===== src/design/rrd_pkg.sv =====
// Shared definitions for the radar report deframer.
// Holds parameter defaults, frame codes, record kinds and the frame-end command.
// No dependencies.
`default_nettype none

package rrd_pkg;

    localparam int MAX_FRAME_BYTES_DEF = 64;
    localparam int GATE_COUNT_DEF      = 9;

    // Width of the record counter; covers the report, the header and up to nine gates.
    localparam int REC_W = 4;

    localparam logic [7:0]  START_DATA    = 8'hF4;
    localparam logic [7:0]  START_ACK     = 8'hFD;
    localparam logic [7:0]  REPORT_MARKER = 8'hAA;
    localparam logic [7:0]  TYPE_ENG      = 8'd1;
    localparam logic [7:0]  TYPE_BASIC    = 8'd2;
    localparam logic [31:0] DATA_TAIL     = 32'hF8F7F6F5;
    localparam logic [31:0] ACK_TAIL      = 32'h04030201;

    typedef enum logic [1:0] {
        KIND_ACK    = 2'd0,
        KIND_BASIC  = 2'd1,
        KIND_HEADER = 2'd2,
        KIND_GATE   = 2'd3
    } kind_t;

    typedef struct packed {
        logic start_ack;
        logic start_data;
        logic eng;
    } cmd_t;

endpackage

`default_nettype wire


===== src/design/radar_report_deframer.sv =====
// Top level of the radar report deframer.
// Joins the framer, the frame byte store and the record emitter.
// Depends on rrd_pkg, rrd_store, rrd_framer and rrd_emit.
//
//   Channel  Handshake                   Payload
//   rx       rx_valid / rx_ready         rx_byte
//   record   record_valid / record_ready record_kind .. last_of_frame
//
// Bytes may arrive back to back while rx_ready is high.
// After a frame end, rx_ready stays low until the last record sits in the output
// register, while the emitter reads the store and waits out output stalls.
// Reset is asynchronous and clears the store's valid bits at once; no clearing pass.
// A record waiting in the output register does not block the next byte.
`default_nettype none

module radar_report_deframer
    import rrd_pkg::*;
#(
    parameter int MAX_FRAME_BYTES = MAX_FRAME_BYTES_DEF,
    parameter int GATE_COUNT      = GATE_COUNT_DEF
) (
    input  wire logic        clk,
    input  wire logic        rst_n,
    input  wire logic        rx_valid,
    output logic             rx_ready,
    input  wire logic [7:0]  rx_byte,
    output logic             record_valid,
    input  wire logic        record_ready,
    output logic      [1:0]  record_kind,
    output logic      [7:0]  target_state,
    output logic      [15:0] moving_distance,
    output logic      [7:0]  moving_energy,
    output logic      [15:0] still_distance,
    output logic      [7:0]  still_energy,
    output logic      [15:0] detect_distance,
    output logic      [3:0]  gate_number,
    output logic      [7:0]  moving_value,
    output logic      [7:0]  still_value,
    output logic             last_of_frame
);

    localparam int AW = $clog2(MAX_FRAME_BYTES);

    logic          accept;
    logic          busy;
    logic          wr_en;
    logic [AW-1:0] wr_addr;
    logic [7:0]    wr_data;
    logic          rd_en;
    logic [AW-1:0] rd_addr;
    logic [7:0]    rd_data;
    cmd_t          cmd;

    assign rx_ready = !busy;
    assign accept   = rx_valid && rx_ready;

    rrd_framer #(
        .MAX_FRAME_BYTES(MAX_FRAME_BYTES)
    ) u_framer (
        .clk     (clk),
        .rst_n   (rst_n),
        .accept  (accept),
        .rx_byte (rx_byte),
        .wr_en   (wr_en),
        .wr_addr (wr_addr),
        .wr_data (wr_data),
        .cmd     (cmd)
    );

    rrd_store #(
        .MAX_FRAME_BYTES(MAX_FRAME_BYTES)
    ) u_store (
        .clk     (clk),
        .rst_n   (rst_n),
        .wr_en   (wr_en),
        .wr_addr (wr_addr),
        .wr_data (wr_data),
        .rd_en   (rd_en),
        .rd_addr (rd_addr),
        .rd_data (rd_data)
    );

    rrd_emit #(
        .MAX_FRAME_BYTES(MAX_FRAME_BYTES),
        .GATE_COUNT     (GATE_COUNT)
    ) u_emit (
        .clk             (clk),
        .rst_n           (rst_n),
        .cmd             (cmd),
        .busy            (busy),
        .rd_en           (rd_en),
        .rd_addr         (rd_addr),
        .rd_data         (rd_data),
        .record_valid    (record_valid),
        .record_ready    (record_ready),
        .record_kind     (record_kind),
        .target_state    (target_state),
        .moving_distance (moving_distance),
        .moving_energy   (moving_energy),
        .still_distance  (still_distance),
        .still_energy    (still_energy),
        .detect_distance (detect_distance),
        .gate_number     (gate_number),
        .moving_value    (moving_value),
        .still_value     (still_value),
        .last_of_frame   (last_of_frame)
    );

endmodule

`default_nettype wire


===== src/design/rrd_store.sv =====
// Frame byte store of the radar report deframer.
// One write port, one registered read port, per-entry valid bits cleared by reset.
// Depends on nothing but its parameter.
`default_nettype none

module rrd_store #(
    parameter int MAX_FRAME_BYTES = 64
) (
    input  wire logic                               clk,
    input  wire logic                               rst_n,
    input  wire logic                               wr_en,
    input  wire logic [$clog2(MAX_FRAME_BYTES)-1:0] wr_addr,
    input  wire logic [7:0]                         wr_data,
    input  wire logic                               rd_en,
    input  wire logic [$clog2(MAX_FRAME_BYTES)-1:0] rd_addr,
    output logic      [7:0]                         rd_data
);

    logic [7:0]                 mem_reg [MAX_FRAME_BYTES];
    logic [MAX_FRAME_BYTES-1:0] vld_reg;
    logic [7:0]                 rd_q_reg;
    logic                       rd_vld_reg;

    always_ff @(posedge clk)
    begin
        if (wr_en)
        begin
            mem_reg[wr_addr] <= wr_data;
        end
        if (rd_en)
        begin
            rd_q_reg <= mem_reg[rd_addr];
        end
    end

    always_ff @(posedge clk or negedge rst_n)
    begin
        if (!rst_n)
        begin
            vld_reg    <= '0;
            rd_vld_reg <= 1'b0;
        end
        else
        begin
            if (wr_en)
            begin
                vld_reg[wr_addr] <= 1'b1;
            end
            if (rd_en)
            begin
                rd_vld_reg <= vld_reg[rd_addr];
            end
        end
    end

    // An entry never written since reset reads as zero.
    assign rd_data = rd_vld_reg ? rd_q_reg : 8'd0;

endmodule

`default_nettype wire


===== src/design/rrd_framer.sv =====
// Byte framer of the radar report deframer.
// Hunts for start bytes, writes frame bytes to the store, checks length and tail.
// Depends on rrd_pkg for the frame codes and the frame-end command.
`default_nettype none

module rrd_framer
    import rrd_pkg::*;
#(
    parameter int MAX_FRAME_BYTES = MAX_FRAME_BYTES_DEF
) (
    input  wire logic                               clk,
    input  wire logic                               rst_n,
    input  wire logic                               accept,
    input  wire logic [7:0]                         rx_byte,
    output logic                                    wr_en,
    output logic      [$clog2(MAX_FRAME_BYTES)-1:0] wr_addr,
    output logic      [7:0]                         wr_data,
    output cmd_t                                    cmd
);

    localparam int AW = $clog2(MAX_FRAME_BYTES);
    localparam int PW = $clog2(MAX_FRAME_BYTES + 1);

    localparam logic [16:0] LEN_EXTRA  = 17'd10;

    logic          in_frame_reg;
    logic          is_ack_reg;
    logic [PW-1:0] pos_reg;
    logic [23:0]   tail_reg;
    logic [15:0]   len_reg;
    logic [7:0]    type_reg;
    logic [7:0]    marker_reg;

    logic [PW-1:0] pos_inc;
    logic [31:0]   tail_now;
    logic [16:0]   len_sum;
    logic          too_long;
    logic          at_check;
    logic          past_check;
    logic          full;
    logic          hit;
    logic          is_start;
    logic [7:0]    marker_now;
    logic          frame_end;

    assign pos_inc    = pos_reg + PW'(1);
    assign tail_now   = {tail_reg, rx_byte};
    assign len_sum    = {1'b0, len_reg} + LEN_EXTRA;
    assign too_long   = len_sum > 17'(MAX_FRAME_BYTES);
    assign at_check   = pos_inc == PW'(8);
    assign past_check = pos_inc >= PW'(8);
    assign full       = pos_inc >= PW'(MAX_FRAME_BYTES);
    assign hit        = is_ack_reg ? (tail_now == ACK_TAIL) : (tail_now == DATA_TAIL);
    assign is_start   = (rx_byte == START_DATA) || (rx_byte == START_ACK);
    assign marker_now = (pos_reg == PW'(7)) ? rx_byte : marker_reg;

    assign frame_end = accept && in_frame_reg && !(at_check && too_long) && past_check && hit;

    assign cmd.start_ack  = frame_end && is_ack_reg;
    assign cmd.start_data = frame_end && !is_ack_reg
                            && ((type_reg == TYPE_ENG) || (type_reg == TYPE_BASIC))
                            && (marker_now == REPORT_MARKER);
    assign cmd.eng        = type_reg == TYPE_ENG;

    assign wr_en   = accept && (in_frame_reg || is_start);
    assign wr_addr = in_frame_reg ? pos_reg[AW-1:0] : '0;
    assign wr_data = rx_byte;

    always_ff @(posedge clk or negedge rst_n)
    begin
        if (!rst_n)
        begin
            in_frame_reg <= 1'b0;
            is_ack_reg   <= 1'b0;
            pos_reg      <= '0;
        end
        else if (accept)
        begin
            if (!in_frame_reg)
            begin
                if (is_start)
                begin
                    in_frame_reg <= 1'b1;
                    pos_reg      <= PW'(1);
                    is_ack_reg   <= rx_byte == START_ACK;
                end
            end
            else if (at_check && too_long)
            begin
                in_frame_reg <= 1'b0;
                pos_reg      <= '0;
            end
            else if (past_check && hit)
            begin
                in_frame_reg <= 1'b0;
                pos_reg      <= pos_inc;
            end
            else if (full)
            begin
                in_frame_reg <= 1'b0;
                pos_reg      <= '0;
            end
            else
            begin
                pos_reg <= pos_inc;
            end
        end
    end

    // Header bytes kept aside: length, type and marker, plus the last three bytes for the tail.
    always_ff @(posedge clk)
    begin
        if (accept)
        begin
            tail_reg <= tail_now[23:0];
            if (in_frame_reg)
            begin
                if (pos_reg == PW'(4))
                begin
                    len_reg[7:0] <= rx_byte;
                end
                if (pos_reg == PW'(5))
                begin
                    len_reg[15:8] <= rx_byte;
                end
                if (pos_reg == PW'(6))
                begin
                    type_reg <= rx_byte;
                end
                if (pos_reg == PW'(7))
                begin
                    marker_reg <= rx_byte;
                end
            end
        end
    end

    // While inside a frame the write position never leaves the store.
    a_pos_range: assert property (@(posedge clk) disable iff (!rst_n)
        in_frame_reg |-> (pos_reg != '0) && (pos_reg < PW'(MAX_FRAME_BYTES)))
        else $error("Frame position out of range.");

    // A frame that ends always returns the framer to hunting.
    a_end_hunts: assert property (@(posedge clk) disable iff (!rst_n)
        (cmd.start_ack || cmd.start_data) |=> !in_frame_reg)
        else $error("Framer stayed in frame after a frame end.");

endmodule

`default_nettype wire


===== src/design/rrd_emit.sv =====
// Record emitter of the radar report deframer.
// Loads records into the output register: one for an ack frame, and for a data frame
// records built from payload bytes read from the store. Depends on rrd_pkg.
`default_nettype none

module rrd_emit
    import rrd_pkg::*;
#(
    parameter int MAX_FRAME_BYTES = MAX_FRAME_BYTES_DEF,
    parameter int GATE_COUNT      = GATE_COUNT_DEF
) (
    input  wire logic                               clk,
    input  wire logic                               rst_n,
    input  cmd_t                                    cmd,
    output logic                                    busy,
    output logic                                    rd_en,
    output logic      [$clog2(MAX_FRAME_BYTES)-1:0] rd_addr,
    input  wire logic [7:0]                         rd_data,
    output logic                                    record_valid,
    input  wire logic                               record_ready,
    output logic      [1:0]                         record_kind,
    output logic      [7:0]                         target_state,
    output logic      [15:0]                        moving_distance,
    output logic      [7:0]                         moving_energy,
    output logic      [15:0]                        still_distance,
    output logic      [7:0]                         still_energy,
    output logic      [15:0]                        detect_distance,
    output logic      [3:0]                         gate_number,
    output logic      [7:0]                         moving_value,
    output logic      [7:0]                         still_value,
    output logic                                    last_of_frame
);

    localparam int AW = $clog2(MAX_FRAME_BYTES);

    localparam logic [7:0] ADDR_REPORT     = 8'd8;
    localparam logic [7:0] ADDR_HEADER     = 8'd17;
    localparam logic [7:0] ADDR_GATE_MOV   = 8'd19;
    localparam logic [7:0] ADDR_GATE_STILL = 8'd28;
    localparam logic [3:0] REPORT_BYTES    = 4'd9;
    localparam logic [3:0] PAIR_BYTES      = 4'd2;

    typedef enum logic [3:0] {
        E_IDLE = 4'b0001,
        E_READ = 4'b0010,
        E_WAIT = 4'b0100,
        E_LOAD = 4'b1000
    } state_t;

    function automatic logic [7:0] rec_addr(input logic [REC_W-1:0] rec,
                                            input logic [3:0] idx);
        logic [7:0] g;
        g = 8'(rec) - 8'd2;
        if (rec == '0)
        begin
            rec_addr = ADDR_REPORT + {4'd0, idx};
        end
        else if (rec == REC_W'(1))
        begin
            rec_addr = ADDR_HEADER + {4'd0, idx};
        end
        else if (idx == 4'd0)
        begin
            rec_addr = ADDR_GATE_MOV + g;
        end
        else
        begin
            rec_addr = ADDR_GATE_STILL + g;
        end
    endfunction

    state_t           state_reg, state_next;
    logic [REC_W-1:0] rec_reg, rec_next;
    logic [3:0]       idx_reg, idx_next;
    logic             eng_reg, eng_next;
    logic             ack_reg, ack_next;
    logic             pend_reg;
    logic [71:0]      data_reg;
    logic             valid_reg;

    logic [3:0]       nbytes;
    logic             last_byte;
    logic             last_rec;
    logic             slot_free;
    logic             load;
    logic [7:0]       addr8;
    kind_t            kind;

    assign nbytes    = (rec_reg == '0) ? REPORT_BYTES : PAIR_BYTES;
    assign last_byte = idx_reg == (nbytes - 4'd1);
    assign last_rec  = ack_reg || ((rec_reg == '0) && !eng_reg)
                       || (rec_reg == REC_W'(GATE_COUNT + 1));
    assign slot_free = !valid_reg || record_ready;
    assign load      = (state_reg == E_LOAD) && slot_free;
    assign addr8     = rec_addr(rec_reg, idx_reg);

    assign busy    = state_reg != E_IDLE;
    assign rd_en   = state_reg == E_READ;
    assign rd_addr = AW'(addr8);

    always_comb
    begin
        state_next = state_reg;
        rec_next   = rec_reg;
        idx_next   = idx_reg;
        eng_next   = eng_reg;
        ack_next   = ack_reg;
        unique case (state_reg)
            E_IDLE:
            begin
                if (cmd.start_ack)
                begin
                    ack_next   = 1'b1;
                    state_next = E_LOAD;
                end
                else if (cmd.start_data)
                begin
                    ack_next   = 1'b0;
                    eng_next   = cmd.eng;
                    rec_next   = '0;
                    idx_next   = 4'd0;
                    state_next = E_READ;
                end
            end
            E_READ:
            begin
                if (last_byte)
                begin
                    state_next = E_WAIT;
                end
                else
                begin
                    idx_next = idx_reg + 4'd1;
                end
            end
            E_WAIT:
            begin
                state_next = E_LOAD;
            end
            E_LOAD:
            begin
                if (slot_free)
                begin
                    if (last_rec)
                    begin
                        state_next = E_IDLE;
                    end
                    else
                    begin
                        rec_next   = rec_reg + REC_W'(1);
                        idx_next   = 4'd0;
                        state_next = E_READ;
                    end
                end
            end
            default:
            begin
                state_next = E_IDLE;
            end
        endcase
    end

    always_ff @(posedge clk or negedge rst_n)
    begin
        if (!rst_n)
        begin
            state_reg <= E_IDLE;
            rec_reg   <= '0;
            idx_reg   <= 4'd0;
            eng_reg   <= 1'b0;
            ack_reg   <= 1'b0;
            pend_reg  <= 1'b0;
            valid_reg <= 1'b0;
        end
        else
        begin
            state_reg <= state_next;
            rec_reg   <= rec_next;
            idx_reg   <= idx_next;
            eng_reg   <= eng_next;
            ack_reg   <= ack_next;
            pend_reg  <= rd_en;
            if (load)
            begin
                valid_reg <= 1'b1;
            end
            else if (record_ready)
            begin
                valid_reg <= 1'b0;
            end
        end
    end

    // Store bytes enter at the top, so the first byte read ends up lowest.
    always_comb
    begin
        if (ack_reg)
        begin
            kind = KIND_ACK;
        end
        else if (rec_reg == '0)
        begin
            kind = KIND_BASIC;
        end
        else if (rec_reg == REC_W'(1))
        begin
            kind = KIND_HEADER;
        end
        else
        begin
            kind = KIND_GATE;
        end
    end

    always_ff @(posedge clk)
    begin
        if (pend_reg)
        begin
            data_reg <= {rd_data, data_reg[71:8]};
        end
        if (load)
        begin
            record_kind     <= kind;
            target_state    <= 8'd0;
            moving_distance <= 16'd0;
            moving_energy   <= 8'd0;
            still_distance  <= 16'd0;
            still_energy    <= 8'd0;
            detect_distance <= 16'd0;
            gate_number     <= 4'd0;
            moving_value    <= 8'd0;
            still_value     <= 8'd0;
            last_of_frame   <= last_rec;
            case (kind)
                KIND_BASIC:
                begin
                    target_state    <= data_reg[7:0];
                    moving_distance <= data_reg[23:8];
                    moving_energy   <= data_reg[31:24];
                    still_distance  <= data_reg[47:32];
                    still_energy    <= data_reg[55:48];
                    detect_distance <= data_reg[71:56];
                end
                KIND_HEADER:
                begin
                    moving_value <= data_reg[63:56];
                    still_value  <= data_reg[71:64];
                end
                KIND_GATE:
                begin
                    gate_number  <= 4'(rec_reg - REC_W'(2));
                    moving_value <= data_reg[63:56];
                    still_value  <= data_reg[71:64];
                end
                default:
                begin
                end
            endcase
        end
    end

    assign record_valid = valid_reg;

    // A new frame end must never arrive while records of the previous frame are pending.
    a_cmd_idle: assert property (@(posedge clk) disable iff (!rst_n)
        (cmd.start_ack || cmd.start_data) |-> (state_reg == E_IDLE))
        else $error("Frame end arrived while the emitter was busy.");

    // Reads of one record stay within its byte count.
    a_idx_range: assert property (@(posedge clk) disable iff (!rst_n)
        (state_reg == E_READ) |-> (idx_reg < nbytes))
        else $error("Read index beyond record length.");

    // A record is only loaded once all its store reads have landed.
    a_load_complete: assert property (@(posedge clk) disable iff (!rst_n)
        (state_reg == E_LOAD) |-> !pend_reg && !rd_en)
        else $error("Record loaded with a store read outstanding.");

endmodule

`default_nettype wire

===== config.mk =====
export PLATFORM = sky130hd
export DESIGN_NAME = radar_report_deframer
export DESIGN_NICKNAME = d
export VERILOG_FILES = /design/src/design/rrd_pkg.sv /design/src/design/radar_report_deframer.sv /design/src/design/rrd_store.sv /design/src/design/rrd_framer.sv /design/src/design/rrd_emit.sv
export SDC_FILE = /design/constraint.sdc
export NUM_CORES = 1
export LEC_CHECK = 0
export ABC_CLOCK_PERIOD_IN_PS = 4950
export CAP_MARGIN = 40
export CELL_PAD_IN_SITES_DETAIL_PLACEMENT = 0
export CELL_PAD_IN_SITES_GLOBAL_PLACEMENT = 1
export CORE_MARGIN = 4
export CORE_UTILIZATION = 49
export DETAILED_ROUTE_END_ITERATION = 6
export DONT_BUFFER_PORTS = 1
export GPL_ROUTABILITY_DRIVEN = 0
export GPL_TIMING_DRIVEN = 0
export PLACE_DENSITY_LB_ADDON = 0.12
export SLEW_MARGIN = 20
export SYNTH_ARGS = -nofsm -noshare
export SYNTH_HDL_FRONTEND = slang
export SYNTH_SLANG_ARGS = --single-unit

===== constraint.sdc =====
create_clock -name clk -period 4.95 [get_ports clk]
set_input_delay 0.99 -clock clk [delete_from_list [all_inputs] [get_ports clk]]
set_output_delay 0.99 -clock clk [all_outputs]
set_load 0.03 [all_outputs]

==> results of run 1 <==
-- worst max-delay path, delay by kind of cell, from the launching register on --
kind,cells,cell delay (ps)
buf+inv,4,1120
compound gates,3,620
flops,1,550
fa+ha+maj,2,590
xor+xnor,1,290
simple gates,4,1140
-- per-layer routing --
layer | track usage, % | vias up | share of wire, %
met1 | 32.3 | 9688 | 40
met5 | 0 | - | 0
met2 | 40.0 | 767 | 49
met3 | 5.35 | 155 | 7.7
met4 | 7.67 | 0 | 3.1
li1 | - | 8382 | -
-- logic make-up (layout without fill, tap and decap cells) --
logic type / Yosys count / after routing
xor gates and xnor gates: 10 / 10
adders and majority gates: 16 / 16
DFF: 833 / 833
buffers and inverters: 130 / 352
other: 0 / 1
muxes: 109 / 109
AOI/OAI and AO/OA: 234 / 234
and+or+nand+nor: 766 / 766
-- synthesized netlist by cell type, types with 12 or more instances --
library cell    n  area [sq um]
ha_1           16           200
or2_2          68           425
a21oi_1        50           250
o21ai_0        21           105
edfxtp_1      743         22300
clkbuf_1       46           173
o21ai_1        12          60.1
inv_1          21          78.8
nor2_1         94           353
nor3_1         23           115
mux4_2         67          1510
dfrtp_1        89          2230
a31oi_1        18           113
o211ai_1       34           255
nand3_1       175           876
and2_1        104           651
buf_6          13           146
a22oi_1        19           143
mux2i_1        32           320
nand4_1        43           269
a22o_1         13           114
and3_1         12          75.1
buf_2          39           195
nand2_1       189           709
-- worst paths after layout --
kind | cells past startpoint | slack (ps) | from | to
worst max-delay path | 14 | 350 | u_emit.rec_reg[1] | u_store.rd_q_reg[7]
worst min-delay path | 0 | 40 | rst_n | u_framer.is_ack_reg
worst max register to register | 14 | 350 | u_emit.rec_reg[1] | u_store.rd_q_reg[7]
worst min register to register | 0 | 430 | u_emit.data_reg[38] | u_emit.data_reg[30]
max in group asynchronous | 0 | 4720 | rst_n | u_emit.state_reg[0]
min in group clk | 0 | 430 | u_emit.data_reg[38] | u_emit.data_reg[30]
-- per-stage QoR --
stage | std cells | total power [mW] | worst slack (ps) | setup TNS, ps | cell area, sq um
floorplan | 2098 | 8.12 | 598 | 0 | 33000
global placement | 2962 | 8.19 | -287 | -862 | 34100
detailed placement | 3002 | 8.20 | 427 | 0 | 34500
CTS | 3161 | 14.6 | 407 | 0 | 37300
global route | 3184 | 14.9 | 59.4 | 0 | 37400
finish | 3185 | 14.5 | 348 | 0 | 37400
-- where the power goes --
part	internal, mW	switching, mW	total (mW)	leakage (nW)
Sequential	7.75	0.0738	7.83	7.92
Clock	3.67	2.73	6.40	1.36
Combinational	0.0907	0.141	0.232	3.53
Total	11.5	2.94	14.5	12.8
-- area by class of cell --
type                    instances  area, sq um  area share (%)
flip-flops and latches        833        24600            65.6
multi-input cells            1135         7820            20.9
clock buffers                 114         2300            6.13
well taps                     864         1080            2.89
plain buffers                 108          559            1.49
repair buffers                 63          510            1.36
clock inverters                45          508            1.36
inverters                      22         82.6           0.221
diodes                          1         2.50         0.00669
==> impl_results.md, run 1 <==
- Outcome: finished clean
- Top Ports: 109
- Fmax: around 0.22 GHz
- Number of routed nets with antenna violations: 0
- Commonest non-fill, non-tap cell in the layout: edfxtp_1
- Routed wire per std cell: around 27 um
- YS warnings: 0
- GR Overflow Total: 0
- Tmin final: 4600 ps
- Arrival @ worst endpoint: roughly 5000 ps
- Nets: between 2000 and 2500
- IO Port Bufs: 0
- Total track usage: 24.2%
- Cell area power density: 386 nW/um^2
- Synthesized-area fraction occupied by adder cells: 0.606%
- Mux cell area share after synthesis: 5.88%
- Max-slew violations: 0
- Post-CTS sizing: 0
- Drt first pass iters: 5
- Avg Inst Size Synth: 15.7 sq um
- Synth Flop Type: edfxtp_1
- Total CTS buffers: 85
- Initial antenna violation count: 2
- Worst-skew pair later-pin latency: 650 ps
- CP Launch Type: register
- H-tree depth: 3
- Sequential area share after synthesis: 74.4%
- Actual slew at the worst max-slew pin: 881 ps
- Slowest cell on the critical path: buf_1
- Setup Crit Path Kind: reg2reg
- Peak fanout along the critical path: 10
- Critical Path RT: 5350 ps
- First-pass GRT wire length: 127000 um
- Critical path's largest stage delay: 570 ps
- Post-DP HPWL: 57000 um
- Vias in the first global route: 18900
- Layout cell share with drive strength beyond 1: between 15 and 20%
- CTS tree: done
- Hold bufs inserted after CTS: 0
- Die Footprint: 71600 sq um
- Vert. Die Dim: 268 um
- Initial core utilization: 49.8%
- Mapped Nets: 2126
- Most frequent cells in the layout: edfxtp_1 (743), nand2_1 (189), nand3_1 (175)
- # fillers: 5281
- Synth Area in Compound Gates: under 10%
- Final Core Density: 56.4%
- Die width: 268 um
- RSZ-0062 raised after global routing: false
- Max-slew headroom: about two fifths
- Post-CTS setup buffer count: 0
- Vias per Instance: just under 6
- HP Class: in2async
- Root Buffer: clkbuf_16
- Reg clk slew, reported paths: around 60 ps
- Yosys reg bits: 833
- Skew final: 13.8 ps
- Core ar.: about 66000 sq um
- Post-synth EDFFs: 743
- Max reg flops: 512
- Post-Synth XOR/XNOR Area: 0.265%
- WHS: 38.7 ps
- Syn Std Cell Area: 33000 sq um
- Vias: 19000
- CTS max path bufs: 3
- Post-synthesis simple-gate area fraction: 11.9%
- Drt first-iter violations: 1687
- # DRC: 0
- CTS sink cnt: 833
- Main combinational cell family by area after synthesis: simple AND/OR/NAND/NOR gates
- Critical path, cell by cell: inv_1 -> ha_1 -> xnor2_1 -> inv_1 -> ha_1 -> a22oi_1 -> o21ai_1 -> nand3_1 -> buf_2 -> buf_1 -> nand3_1 -> nand2_1 -> o21ai_1 -> nor3_1
- Final setup viols: 0
- Synth async-reset ratio: 10.8%
- Period utilization: between 90% and 100%
- Worst Setup End Kind: register
- Leakage: around 13 nW
- Cell row count: 94
- Routed WL: 86200 um
- Hold Fails Final Rpt: 0
- Cells after synthesis: 2098
- Largest net degree at the start of global routing: 91
- Layout area overhead: 13.4%
- Maxcap violations: 0
- Worst-case vdd ir drop: 0.000320 V
- Distinct cells, synth: 78
Note: power is estimated with default switching activity, not from simulation.
==> run 2: changes to the inputs <==
CORE_UTILIZATION = 54   (was 49)
==> impl_results.md, run 2 (synthesis results as in run 1) <==
- RSZ-0062 raised after global routing: false
- Setup Crit Path Kind: reg2reg
- H-tree depth: 3
- HP Class: in2async
- Initial antenna violation count: 1
- Max reg flops: 512
- Worst Setup End Kind: register
- Worst-case vdd ir drop: just over 0.0003 V
- Hold bufs inserted after CTS: 0
- Outcome: finished clean
- Vert. Die Dim: 255 um
- IO Port Bufs: 0
- Critical Path RT: between 5000 and 6000 ps
- CTS tree: done
- # fillers: 4420
- Vias: 19400
- Commonest non-fill, non-tap cell in the layout: edfxtp_1
- Total track usage: between 20% and 30%
- Initial core utilization: 54.6%
- Post-DP HPWL: ~56000 um
- Layout cell share with drive strength beyond 1: 17.6%
- Max-slew headroom: 39.6%
- Setup WS post-layout: around 300 ps
- Actual slew at the worst max-slew pin: 906 ps
- First-pass GRT wire length: 125000 um
- Setup TNS: 0 ps
- Die width: ~260 um
- Final setup viols: 0
- Number of routed nets with antenna violations: 0
- Period utilization: 94.0%
- # DRC: 0
- Cell row count: 90
- CP Launch Type: register
- Vias per Instance: 6.25
- Post-place setup slack: 370 ps
- Drt first-iter violations: 2177
- Vias in the first global route: 18700
- Leakage: around 13 nW
- Drt first pass iters: 5
- Tmin final: 4650 ps
- Arrival @ worst endpoint: ~5000 ps
- N_diodes: 0
- Core ar.: 60500 sq um
- Worst-skew pair later-pin latency: 650 ps
- Nets: approximately 2300
- Largest net degree at the start of global routing: 91
- Hold Fails Final Rpt: 0
- Layout area overhead: 13.2%
- Die Footprint: 65200 sq um
- GR Overflow Total: 0
- CTS sink cnt: 833
- Most frequent cells in the layout: edfxtp_1 (743), nand2_1 (189), nand3_1 (175)
- Post-CTS setup buffer count: 0
- CTS max path bufs: 3
- Maxcap violations: 0
- Root Buffer: clkbuf_16
- Peak fanout along the critical path: 10
- Reg clk slew, reported paths: 60 ps
- Skew final: 20.0 ps
- Total CTS buffers: 86
- Power Total: 14.5 mW
- Cell area power density: roughly 390 nW/um^2
- Routed WL: between 80000 and 90000 um
- Post-CTS sizing: 0
- Max-slew violations: 0
- Top Ports: 109
- Fmax: 0.215 GHz
- Routed wire per std cell: 27.5 um
run 2: cell count changes in the layout (fill, tap and decap cells not counted), moves of 2 or more:
cell        before  now
bufinv_16        7    9
clkbuf_1        69   66
clkinv_1        20   11
clkinv_2         7   14
clkinv_8         2    4
clkinvlp_4       0    4
inv_16           3    0
run 2: final timing paths:
path / from / to / slack, ps / cells past startpoint
worst min-delay path: rst_n / u_framer.pos_reg[2] / 50 / 0
worst max-delay path: u_emit.idx_reg[0] / u_store.rd_q_reg[7] / 300 / 12
max in group asynchronous: rst_n / u_store.vld_reg[47] / 4700 / 0
worst min register to register: u_emit.data_reg[22] / u_emit.data_reg[14] / 440 / 0
worst max register to register: u_emit.idx_reg[0] / u_store.rd_q_reg[7] / 300 / 12
min in group clk: u_emit.data_reg[22] / u_emit.data_reg[14] / 440 / 0
run 2: cell type report:
class / count / area (sq um) / area share [%]
buffer: 108 / 559 / 1.50
clock buffer: 111 / 2300 / 6.14
clock inverter: 46 / 533 / 1.43
inverter: 22 / 82.6 / 0.221
multi-input combinational: 1135 / 7820 / 20.9
sequential: 833 / 24600 / 65.8
tap: 782 / 978 / 2.62
timing repair buffer: 65 / 524 / 1.40
run 2: metrics by stage:
| stage | cells | util, % | instance area, sq um | hold slack, ps |
|---|---|---|---|---|
| 5_1_grt | 3102 | 61.8 | 37400 | 10.8 |
| 4_1_cts | 3083 | 61.5 | 37200 | 9.49 |
| 2_1_floorplan | 2098 | - | 33000 | 417 |
| 6_report | 3102 | 61.8 | 37400 | 50.2 |
| 3_5_place_dp | 2926 | 56.9 | 34400 | 423 |
| 3_3_place_gp | 2880 | 56.2 | 34000 | 427 |
run 2: routing by layer:
metal	part of all wire (%)	GRT usage [%]
met4	3.7	9.73
met3	7.2	4.15
met5	0	0
met1	41	36.9
met2	49	42.8
run 2: critical path, stage by stage, from the launching register on:
cell and delay, ps:
dfrtp_1 340, clkbuf_1 290, inv_1 140, ha_1 250
or3b_4 280, nand2_1 70, a31oi_1 620, clkbuf_1 510
buf_1 650, nand3_1 170, a32o_1 320, a2111oi_0 510
nor3_1 180
run 2: report_power, final:
group | switching (mW) | total (mW) | internal [mW]
Sequential | 0.0777 | 7.83 | 7.76
Combinational | 0.144 | 0.236 | 0.0916
Clock | 2.68 | 6.45 | 3.77
Total | 2.90 | 14.5 | 11.6
